## config.mk

```make
export PLATFORM = sky130hd
export DESIGN_NAME = lzwv_packer
export DESIGN_NICKNAME = d
export VERILOG_FILES = /design/src/lzwv_pkg.sv /design/src/lzwv_packer.sv
export SDC_FILE = /design/constraint.sdc
export NUM_CORES = 1
export LEC_CHECK = 0
export CAP_MARGIN = 10
export CORE_ASPECT_RATIO = 1.1
export CORE_MARGIN = 2
export CORE_UTILIZATION = 35
export CTS_CLUSTER_DIAMETER = 100
export DETAILED_ROUTE_END_ITERATION = 12
export DONT_BUFFER_PORTS = 1
export MAX_ROUTING_LAYER = met4
export PLACE_DENSITY = 0.46
export SYNTH_ARGS = -nofsm -noshare
export SYNTH_HDL_FRONTEND = slang
export SYNTH_SLANG_ARGS = --single-unit
```

## constraint.sdc

```tcl
create_clock -name aclk -period 8.75 [get_ports aclk]
set_input_delay 0.875 -clock aclk [delete_from_list [all_inputs] [get_ports aclk]]
set_output_delay 0.875 -clock aclk [all_outputs]
set_load 0.005 [all_outputs]
```

## src/lzwv_pkg.sv

```systemverilog
// ----------------------------------------------------------------------------
// lzwv_pkg
// Shared constants, types and the slot hash of the variable width LZW encoder.
// ----------------------------------------------------------------------------
package lzwv_pkg;

    localparam int DICT_BITS  = 12;
    localparam int HASH_SLOTS = 4096;
    localparam int SLOT_BITS  = $clog2(HASH_SLOTS);
    localparam int KEY_W      = DICT_BITS + 8;
    localparam int CODE_W     = DICT_BITS;
    localparam int NC_W       = DICT_BITS + 1;
    localparam int WID_W      = 5;
    localparam int HASH_W     = SLOT_BITS + 7;
    localparam int ENTRY_W    = 1 + KEY_W + CODE_W;
    localparam int ACC_W      = DICT_BITS + 7;
    localparam int CNT_W      = $clog2(ACC_W + 1);
    localparam int FIRST_CODE = 256;
    localparam int INIT_WIDTH = 8;
    localparam logic [31:0] HASH_MULT = 32'h9E37_79B1;

    typedef logic [WID_W-1:0]     width_t;
    typedef logic [CODE_W-1:0]    code_t;
    typedef logic [KEY_W-1:0]     key_t;
    typedef logic [SLOT_BITS-1:0] slot_t;

    typedef struct packed {
        logic   valid;
        code_t  code;
        width_t width;
        logic   flush;
    } push_t;

    typedef enum logic [2:0] {
        ST_CLEAR,
        ST_IDLE,
        ST_HASH,
        ST_PROBE,
        ST_CHECK,
        ST_MISS,
        ST_FINAL
    } state_t;

    function automatic slot_t slot_of(input key_t key);
        logic [HASH_W-1:0] prod;
        prod = HASH_W'(key) * HASH_MULT[HASH_W-1:0];
        return prod[HASH_W-1:7];
    endfunction

endpackage

```

## src/lzwv_packer.sv

```systemverilog
// ----------------------------------------------------------------------------
// lzwv_packer
// Packs codes MSB first into bytes, pads the final byte, holds the output item.
// ----------------------------------------------------------------------------
module lzwv_packer (
    input  logic          aclk,
    input  logic          aresetn,
    input  lzwv_pkg::push_t push,
    output logic          push_ready,
    output logic          m_valid,
    input  logic          m_ready,
    output logic [7:0]    m_out_byte,
    output logic [2:0]    m_pad_bits,
    output logic          m_end_of_stream
);
    import lzwv_pkg::*;

    logic [ACC_W-1:0] acc_reg, acc_next;
    logic [CNT_W-1:0] cnt_reg, cnt_next;
    logic             flush_reg, flush_next;
    logic             ov_reg, ov_next;
    logic [7:0]       byte_reg, byte_next;
    logic [2:0]       pad_reg, pad_next;
    logic             eos_reg, eos_next;

    logic             can_load;
    logic [CNT_W-1:0] cnt_less;
    logic [ACC_W-1:0] code_mask;

    assign push_ready = (cnt_reg < CNT_W'(8)) && !flush_reg;
    assign can_load   = !ov_reg || m_ready;
    assign cnt_less   = cnt_reg - CNT_W'(8);
    assign code_mask  = (ACC_W'(1) << push.width) - ACC_W'(1);

    always_comb begin
        acc_next   = acc_reg;
        cnt_next   = cnt_reg;
        flush_next = flush_reg;
        ov_next    = ov_reg && !m_ready;
        byte_next  = byte_reg;
        pad_next   = pad_reg;
        eos_next   = eos_reg;
        if (push.valid && push_ready) begin
            acc_next   = (acc_reg << push.width) | (ACC_W'(push.code) & code_mask);
            cnt_next   = cnt_reg + CNT_W'(push.width);
            flush_next = push.flush;
        end else if (cnt_reg >= CNT_W'(8) && can_load) begin
            ov_next    = 1'b1;
            byte_next  = 8'(acc_reg >> cnt_less);
            pad_next   = 3'd0;
            eos_next   = flush_reg && (cnt_less == '0);
            cnt_next   = cnt_less;
            acc_next   = acc_reg & ((ACC_W'(1) << cnt_less) - ACC_W'(1));
            if (flush_reg && (cnt_less == '0)) begin
                flush_next = 1'b0;
            end
        end else if (flush_reg && cnt_reg != '0 && can_load) begin
            ov_next    = 1'b1;
            byte_next  = 8'(acc_reg << (CNT_W'(8) - cnt_reg));
            pad_next   = 3'(CNT_W'(8) - cnt_reg);
            eos_next   = 1'b1;
            cnt_next   = '0;
            acc_next   = '0;
            flush_next = 1'b0;
        end
    end

    always_ff @(posedge aclk) begin
        if (!aresetn) begin
            acc_reg   <= '0;
            cnt_reg   <= '0;
            flush_reg <= 1'b0;
            ov_reg    <= 1'b0;
        end else begin
            acc_reg   <= acc_next;
            cnt_reg   <= cnt_next;
            flush_reg <= flush_next;
            ov_reg    <= ov_next;
        end
        byte_reg <= byte_next;
        pad_reg  <= pad_next;
        eos_reg  <= eos_next;
    end

    assign m_valid         = ov_reg;
    assign m_out_byte      = byte_reg;
    assign m_pad_bits      = pad_reg;
    assign m_end_of_stream = eos_reg;

endmodule

```

==> results.toml, run 1 <==
[sta]
fin_ws_ns = 5.04
drv_slew = 0
min_period_ns = 3.71
tightest_slew_ns = 0.990
final.period_utilization_pct = 42.5
hold_viol_final = 0
setup_viol_count_final = 0
skew_ns = 0.00993
setup_tns_ns = 0
fmax_mhz = 269
slew_headroom_pct = 33.7
rsz0062_at_grt = "false"

[global_routing]
grt_overflow = 0
grt_pass1_wl_um = 26000
grt_busiest_layer = "met2"
grt_max_degree = 41
grt_pass1_vias = 4360
grt_use_met1_pct = 32.6
antenna_found_initial = 1
use_met2_pct = 37.9
grt_usage_pct = 24.3
grtUsageMet3_pct = 3.50

[placed_design]
gp_congestion = 0.882
numPortBuffers = 0
dp_slack_ns = 5.08
place_area_mm2 = 0.00463
hpwl_um = 12400
placedCellCount = 713

[pwr]
p_per_area_mw_per_mm2 = 307
leakage_nw = 1.72
switching_power_mw = 0.740
clock_power_share_pct = 16.2
ir_drop_mv = 0.0955
p_seq_share_pct = 22.3
switching_share_pct = 49.9
p_comb_share_pct = 61.5
intPower_mw = 0.742

[finish]
final_cell_mix = "79 x nand2_1, 48 x a21oi_1, 43 x mux2i_1"
largest_register_ffs = 19
syn_to_final_growth_pct = 4.39
layout_commonest_cell = "nand2_1"
fin_nets = 595
drive_gt1_share_pct = 9.82
instances_no_fill = 722
final_area_mm2 = 0.00482

[drt]
drt_pre_antenna_iters = 7
viasPerCell = 6.35
drc_errors = 0
vias = 4588
routed_wl_um = 16800
drt_iter0_markers = 401
ant_nets = 0
wl_per_cell_um = 23.3

[cts]
clockRootBuffer = "clkbuf_16"
clk_pin_slew_ns = 0.07
insertion_delay_ns = 0.30
clk_path_buf_depth = 2
ctsResizeCount = 0
cts_buffers = 5
htree_levels = 2
postCtsHoldBufs = 0
cts_tree = "built"
clkSinkCount = 38
cts_setup_buffers = 0

[run]
cap_viol_max_count = 0

[synth]
yosys.area.top_type = "dfxtp_1"
yosys.area.top_type_share_pct = 11.3
synth-async-reset-ratio_pct = 0
synth_area_leaders = "dfxtp_1 11%, mux2i_1 9.3%, edfxtp_1 7.8%"
synth_edf_count = 12
syn_nets = 636
ys_seq_area_share_pct = 19.1
netlist_area_mm2 = 0.00462
synth_cell_types = 68
postSynthCellCount = 600
synthFlopType = "dfxtp_1"
avgSynthCellArea_um2 = 7.70
yosys_warnings = 0
ys_ff_latch = 38

[die]
core_mm2 = 0.0130
die-area_mm2 = 0.0141
initial_utilization_pct = 35.4
io_pins = 36
die_h_um = 124
dieWidth_um = 114
placementRows = 44

[setup_path]
crit_top_cell = "ha_1"
path_max_fanout = 33
crit_arrival_ns = 3.89
path_class = "reg2reg"
critPathLaunchType = "flop"
cp.required_ns = 8.93
cp_slowest_cell = "ha_1"
r2r_slack_ns = 5.04
critical_path.max_stage_delay_ns = 0.49
crit_path_end_kind = "flop"
worstPathCellList = "buf_4 > clkinv_1 > ha_1 > ha_1 > nand2_1 > ha_1 > nand2_1 > nor4_1 > nor4_1 > or3_1"

[min_path]
hold_path.class = "reg2reg"

[run_status]
status = "finished, final reports clean"
power by group through the flow:
stage / Clock (mW) / Combinational (mW) / Sequential (mW)
after floorplan: 0 / 0.701 / 0.297
after global placement: 0 / 0.903 / 0.333
after detailed placement: 0 / 0.901 / 0.335
after CTS: 0.245 / 0.905 / 0.331
after global routing: 0.251 / 0.995 / 0.339
final: 0.240 / 0.911 / 0.330
cells by family (layout without fill, tap and decap cells):
logic type / after synthesis / in the layout / share of synthesized area [%]
DFF: 38 / 38 / 19.1
xor gates and xnor gates: 12 / 12 / 2.28
muxes: 71 / 71 / 19.8
other: 0 / 1 / 0
adders and majority gates: 14 / 14 / 3.95
and+or+nand+nor: 213 / 213 / 21.9
AOI/OAI and AO/OA: 183 / 183 / 26.6
buffers and inverters: 69 / 29 / 6.39
worst max-delay path: cells and delay by family, from the launching register on:
| family | cells | cell delay [ns] |
|---|---|---|
| and+or+nand+nor | 5 | 1.19 |
| adders and majority gates | 3 | 1.25 |
| buffers and inverters | 2 | 0.83 |
| DFF | 1 | 0.31 |
worst paths after layout:
kind,from,to,cells past startpoint
max,cnt_reg[0],acc_reg[18],10
min,acc_reg[16],acc_reg[16],2
max reg2reg,cnt_reg[0],acc_reg[18],10
min reg2reg,acc_reg[16],acc_reg[16],2
stage by stage:
stage          total power [mW]  utilization [%]  hold WS, ns
5_1_grt                    1.59             37.0        0.613
2_1_floorplan             0.998                -        0.483
3_3_place_gp               1.24             35.5        0.544
6_report                   1.48             37.0        0.571
4_1_cts                    1.48             36.9        0.565
3_5_place_dp               1.24             35.5        0.559
synthesized netlist by cell type, types with 8 or more instances:
| cell type | number |
|---|---|
| mux2i_1 | 43 |
| mux4_2 | 15 |
| nor2b_1 | 13 |
| a31oi_1 | 13 |
| a211oi_1 | 12 |
| o21ai_0 | 31 |
| a22oi_1 | 8 |
| nand2_1 | 79 |
| dfxtp_1 | 26 |
| ha_1 | 13 |
| edfxtp_1 | 12 |
| mux2_2 | 13 |
| nand3_1 | 21 |
| buf_2 | 16 |
| clkbuf_1 | 30 |
| nor3_1 | 15 |
| nor2_1 | 42 |
| o22ai_1 | 12 |
| xnor2_1 | 9 |
| a21oi_1 | 48 |
| inv_1 | 9 |
layout make-up:
cell class,instances,area (um^2)
fillers,1363,8230
multi-input cells,493,3440
flip-flops and latches,38,881
well taps,161,201
clock buffers,6,150
repair buffers,7,52.6
inverters,14,52.6
clock inverters,2,38.8
diodes,1,2.50
metal layers:
metal	vias up	wire length, um
met3	24	816
met2	138	7890
li1	2171	-
met5	-	0
met1	2255	7730
met4	0	372
Power figures use the tool's default switching activity.
==> run 2: changes to the inputs <==
--- a/config.mk
+++ b/config.mk
@@ -5,6 +5,7 @@
 export SDC_FILE = /design/constraint.sdc
 export NUM_CORES = 1
 export LEC_CHECK = 0
+export ABC_AREA = 1
 export CAP_MARGIN = 10
 export CORE_ASPECT_RATIO = 1.1
 export CORE_MARGIN = 2
==> constraint.sdc (replaced) <==
create_clock -name aclk -period 3.7 [get_ports aclk]
set_input_delay 0.37 -clock aclk [delete_from_list [all_inputs] [get_ports aclk]]
set_output_delay 0.37 -clock aclk [all_outputs]
set_load 0.005 [all_outputs]
==> run 2 against run 1 <==
  * Synthesized cell count up 36%
  * Combinational power grew 150%
  * Cell area down 1.8%
  * Area after synthesis down 3.3%
  * Clock skew decreased by 0.0030 ns
  * Register-to-register slack worse by 4.5 ns
  * Utilization increased by 0.82 points
  * Sequential power rose by 140%
  * Clock power grew 98%
  * Die area down 3.1%
  * Largest cell class unchanged
  * Highest routed layer unchanged
==> results.toml, run 2 <==
[setup_path]
rr_worst_depth = 11
crit_path_end_kind = "flop"
critical_path.max_stage_delay_ns = 0.47
path_class = "reg2reg"
r2r_end = "acc_reg[10]"
worstPathCellList = "inv_1 > ha_1 > nand2_2 > inv_1 > nand2_1 > ha_1 > nand3_1 > nor2_1 > xor2_1 > a21oi_1 > nor2_1"
critPathLaunchType = "flop"
crit_buf_inv = 2
cp_top_family = "simple AND/OR/NAND/NOR gates"
path_max_fanout = 9
cp_slowest_cell = "dfxtp_1"
crit_arrival_ns = 3.29
r2r-start = "cnt_reg[4]"
cp.required_ns = 3.86
r2r_slack_ns = 0.57

[placed_design]
hpwl_um = 14900
gp_congestion = 0.950
numPortBuffers = 0
place_area_mm2 = 0.00457

[run]
cap_viol_max_count = 0

[cts]
insertion_delay_ns = 0.29
clockRootBuffer = "clkbuf_16"
htree_levels = 2
cts_buffers = 5
clk_pin_slew_ns = 0.06
ctsResizeCount = 0
clk_path_buf_depth = 2
cts_tree = "built"
cts_setup_buffers = 0
postCtsHoldBufs = 0
clkSinkCount = 38

[sta]
slew_headroom_pct = 52.0
skew_ns = 0.00697
drv_slew = 0
hold_ws_ns = 0.206
setup_viol_count_final = 0
fmax_mhz = 319
rsz0062_at_grt = "false"
min_period_ns = 3.13
hold_viol_final = 0
tightest_slew_ns = 0.719
final.period_utilization_pct = 84.7
setup_tns_ns = 0

[finish]
layout_commonest_cell = "nand2_1"
fillers = 1441
fin_nets = 834
final_cell_mix = "259 x nand2_1, 106 x nor2_1, 91 x nand3_1"
drive_gt1_share_pct = 3.50
antenna-diode-count = 0
largest_register_ffs = 19
syn_to_final_growth_pct = 5.96
final_area_mm2 = 0.00474

[synth]
yosys-top-cells-count = "259 x nand2_1, 106 x nor2_1, 91 x nand3_1"
ys_seq_area_share_pct = 19.7
yosys_warnings = 0
avgSynthCellArea_um2 = 5.50
netlist_area_mm2 = 0.00447
ys_ff_latch = 38
synth_cell_types = 39
synth.most_common_cell = "nand2_1"
synth_area_leaders = "nand2_1 22%, dfxtp_1 12%, nand3_1 10%"
synth-async-reset-ratio_pct = 0
syn_nets = 849
synth_edf_count = 12
yosys.area.top_type_share_pct = 21.8
postSynthCellCount = 813
yosys.area.top_type = "nand2_1"
synthFlopType = "dfxtp_1"

[global_routing]
grt_overflow = 0
grt_usage_pct = 27.7
grt_pass1_vias = 5010
antenna_found_initial = 0
grt_pass1_wl_um = 28100
grt_max_degree = 42

[die]
initial_utilization_pct = 35.7
die-area_mm2 = 0.0137
placementRows = 43
die_h_um = 123
core_mm2 = 0.0125
dieWidth_um = 112
io_pins = 36

[drt]
vias = 5360
routed_wl_um = 18400
drc_errors = 0
wl_per_cell_um = 19.2
viasPerCell = 5.61
drt_pre_antenna_iters = 5
ant_nets = 0
drt_iter0_markers = 445

[pwr]
intPower_mw = 1.54
switching_power_mw = 1.98
clock_power_share_pct = 13.5
p_comb_share_pct = 64.3
p_per_area_mw_per_mm2 = 744
p_seq_share_pct = 22.2
leakage_nw = 2.18
ir_drop_mv = 0.461
switching_share_pct = 56.2
power.total_mw = 3.52

[min_path]
hold_end = "acc_reg[8]"
hold_path_depth = 2
min_from = "aresetn"
hold_path.class = "in2reg"

[run_status]
status = "finished, final reports clean"
==> run 2: cell count changes in the layout (fill, tap and decap cells not counted), sizes merged, moves of 11 or more <==
cell,before,now
mux2,13,0
mux4,15,0
o21ai,31,83
inv,9,83
nor2b,13,0
nand2,79,264
mux2i,43,3
nor2,43,109
a211oi,12,0
nand3,21,93
a31oi,13,2
==> run 2: power groups by stage <==
stage	registers [mW]	clock network [mW]	logic (mW)
6_report	0.783	0.475	2.26
5_1_grt	0.801	0.504	2.52
4_1_cts	0.784	0.484	2.23
3_5_place_dp	0.793	0	2.22
3_3_place_gp	0.791	0	2.25
2_1_floorplan	0.723	0	1.64
==> run 2: worst max path at each step <==
| stage | startpoint | cells past startpoint | to |
|---|---|---|---|
| 2_1_floorplan | cnt_reg[1] | 13 | acc_reg[18] |
| 3_3_place_gp | cnt_reg[4] | 11 | acc_reg[10] |
| 3_5_place_dp | cnt_reg[4] | 11 | acc_reg[10] |
| 4_1_cts | cnt_reg[4] | 11 | acc_reg[10] |
| 5_1_grt | cnt_reg[4] | 11 | acc_reg[10] |
| 6_report | cnt_reg[4] | 11 | acc_reg[10] |
==> run 2: area by class of cell <==
cell class	instances	area (um^2)	area share (%)
Clock inverter	2	13.8	0.291
Multi-Input combinational cell	661	3130	66.0
Timing Repair Buffer	6	45.0	0.951
Inverter	86	323	6.82
Tap cell	157	196	4.15
Clock buffer	6	150	3.17
Sequential cell	38	881	18.6
==> run 2: logic make-up after synthesis <==
family          Yosys count  synth area share [%]
flops                    38                  19.7
compound gates          153                  18.5
xor+xnor                  8                  1.57
fa+ha+maj                14                  4.09
buf+inv                 114                  10.3
mux                       3                 0.672
simple gates            483                  45.1
==> run 2: routing by layer <==
layer	vias to the layer above	global-route usage, %	share of wire, %	wire (um)
li1	2637	-	-	-
met1	2444	33.9	42	7770
met2	219	43.0	44	8170
met3	60	4.10	6.1	1110
met4	0	17.7	7.1	1310
met5	-	-	0	0
==> run 2: worst reg2reg max path, cell delays in order (launching register included) <==
cell     delay, ns
dfxtp_1       0.47
inv_1         0.14
ha_1          0.46
nand2_2       0.20
inv_1         0.14
nand2_1       0.16
ha_1          0.24
nand3_1       0.19
nor2_1        0.40
xor2_1        0.13
a21oi_1       0.37
nor2_1        0.11
==> run 2: per-stage QoR <==
| stage | instances | setup WS, ns | util (%) |
|---|---|---|---|
| after floorplan | 813 | 1.31 | - |
| after global placement | 948 | 0.575 | 36.5 |
| after detailed placement | 948 | 0.659 | 36.5 |
| after CTS | 956 | 0.646 | 37.8 |
| after global routing | 956 | 0.399 | 37.8 |
| final | 956 | 0.568 | 37.8 |
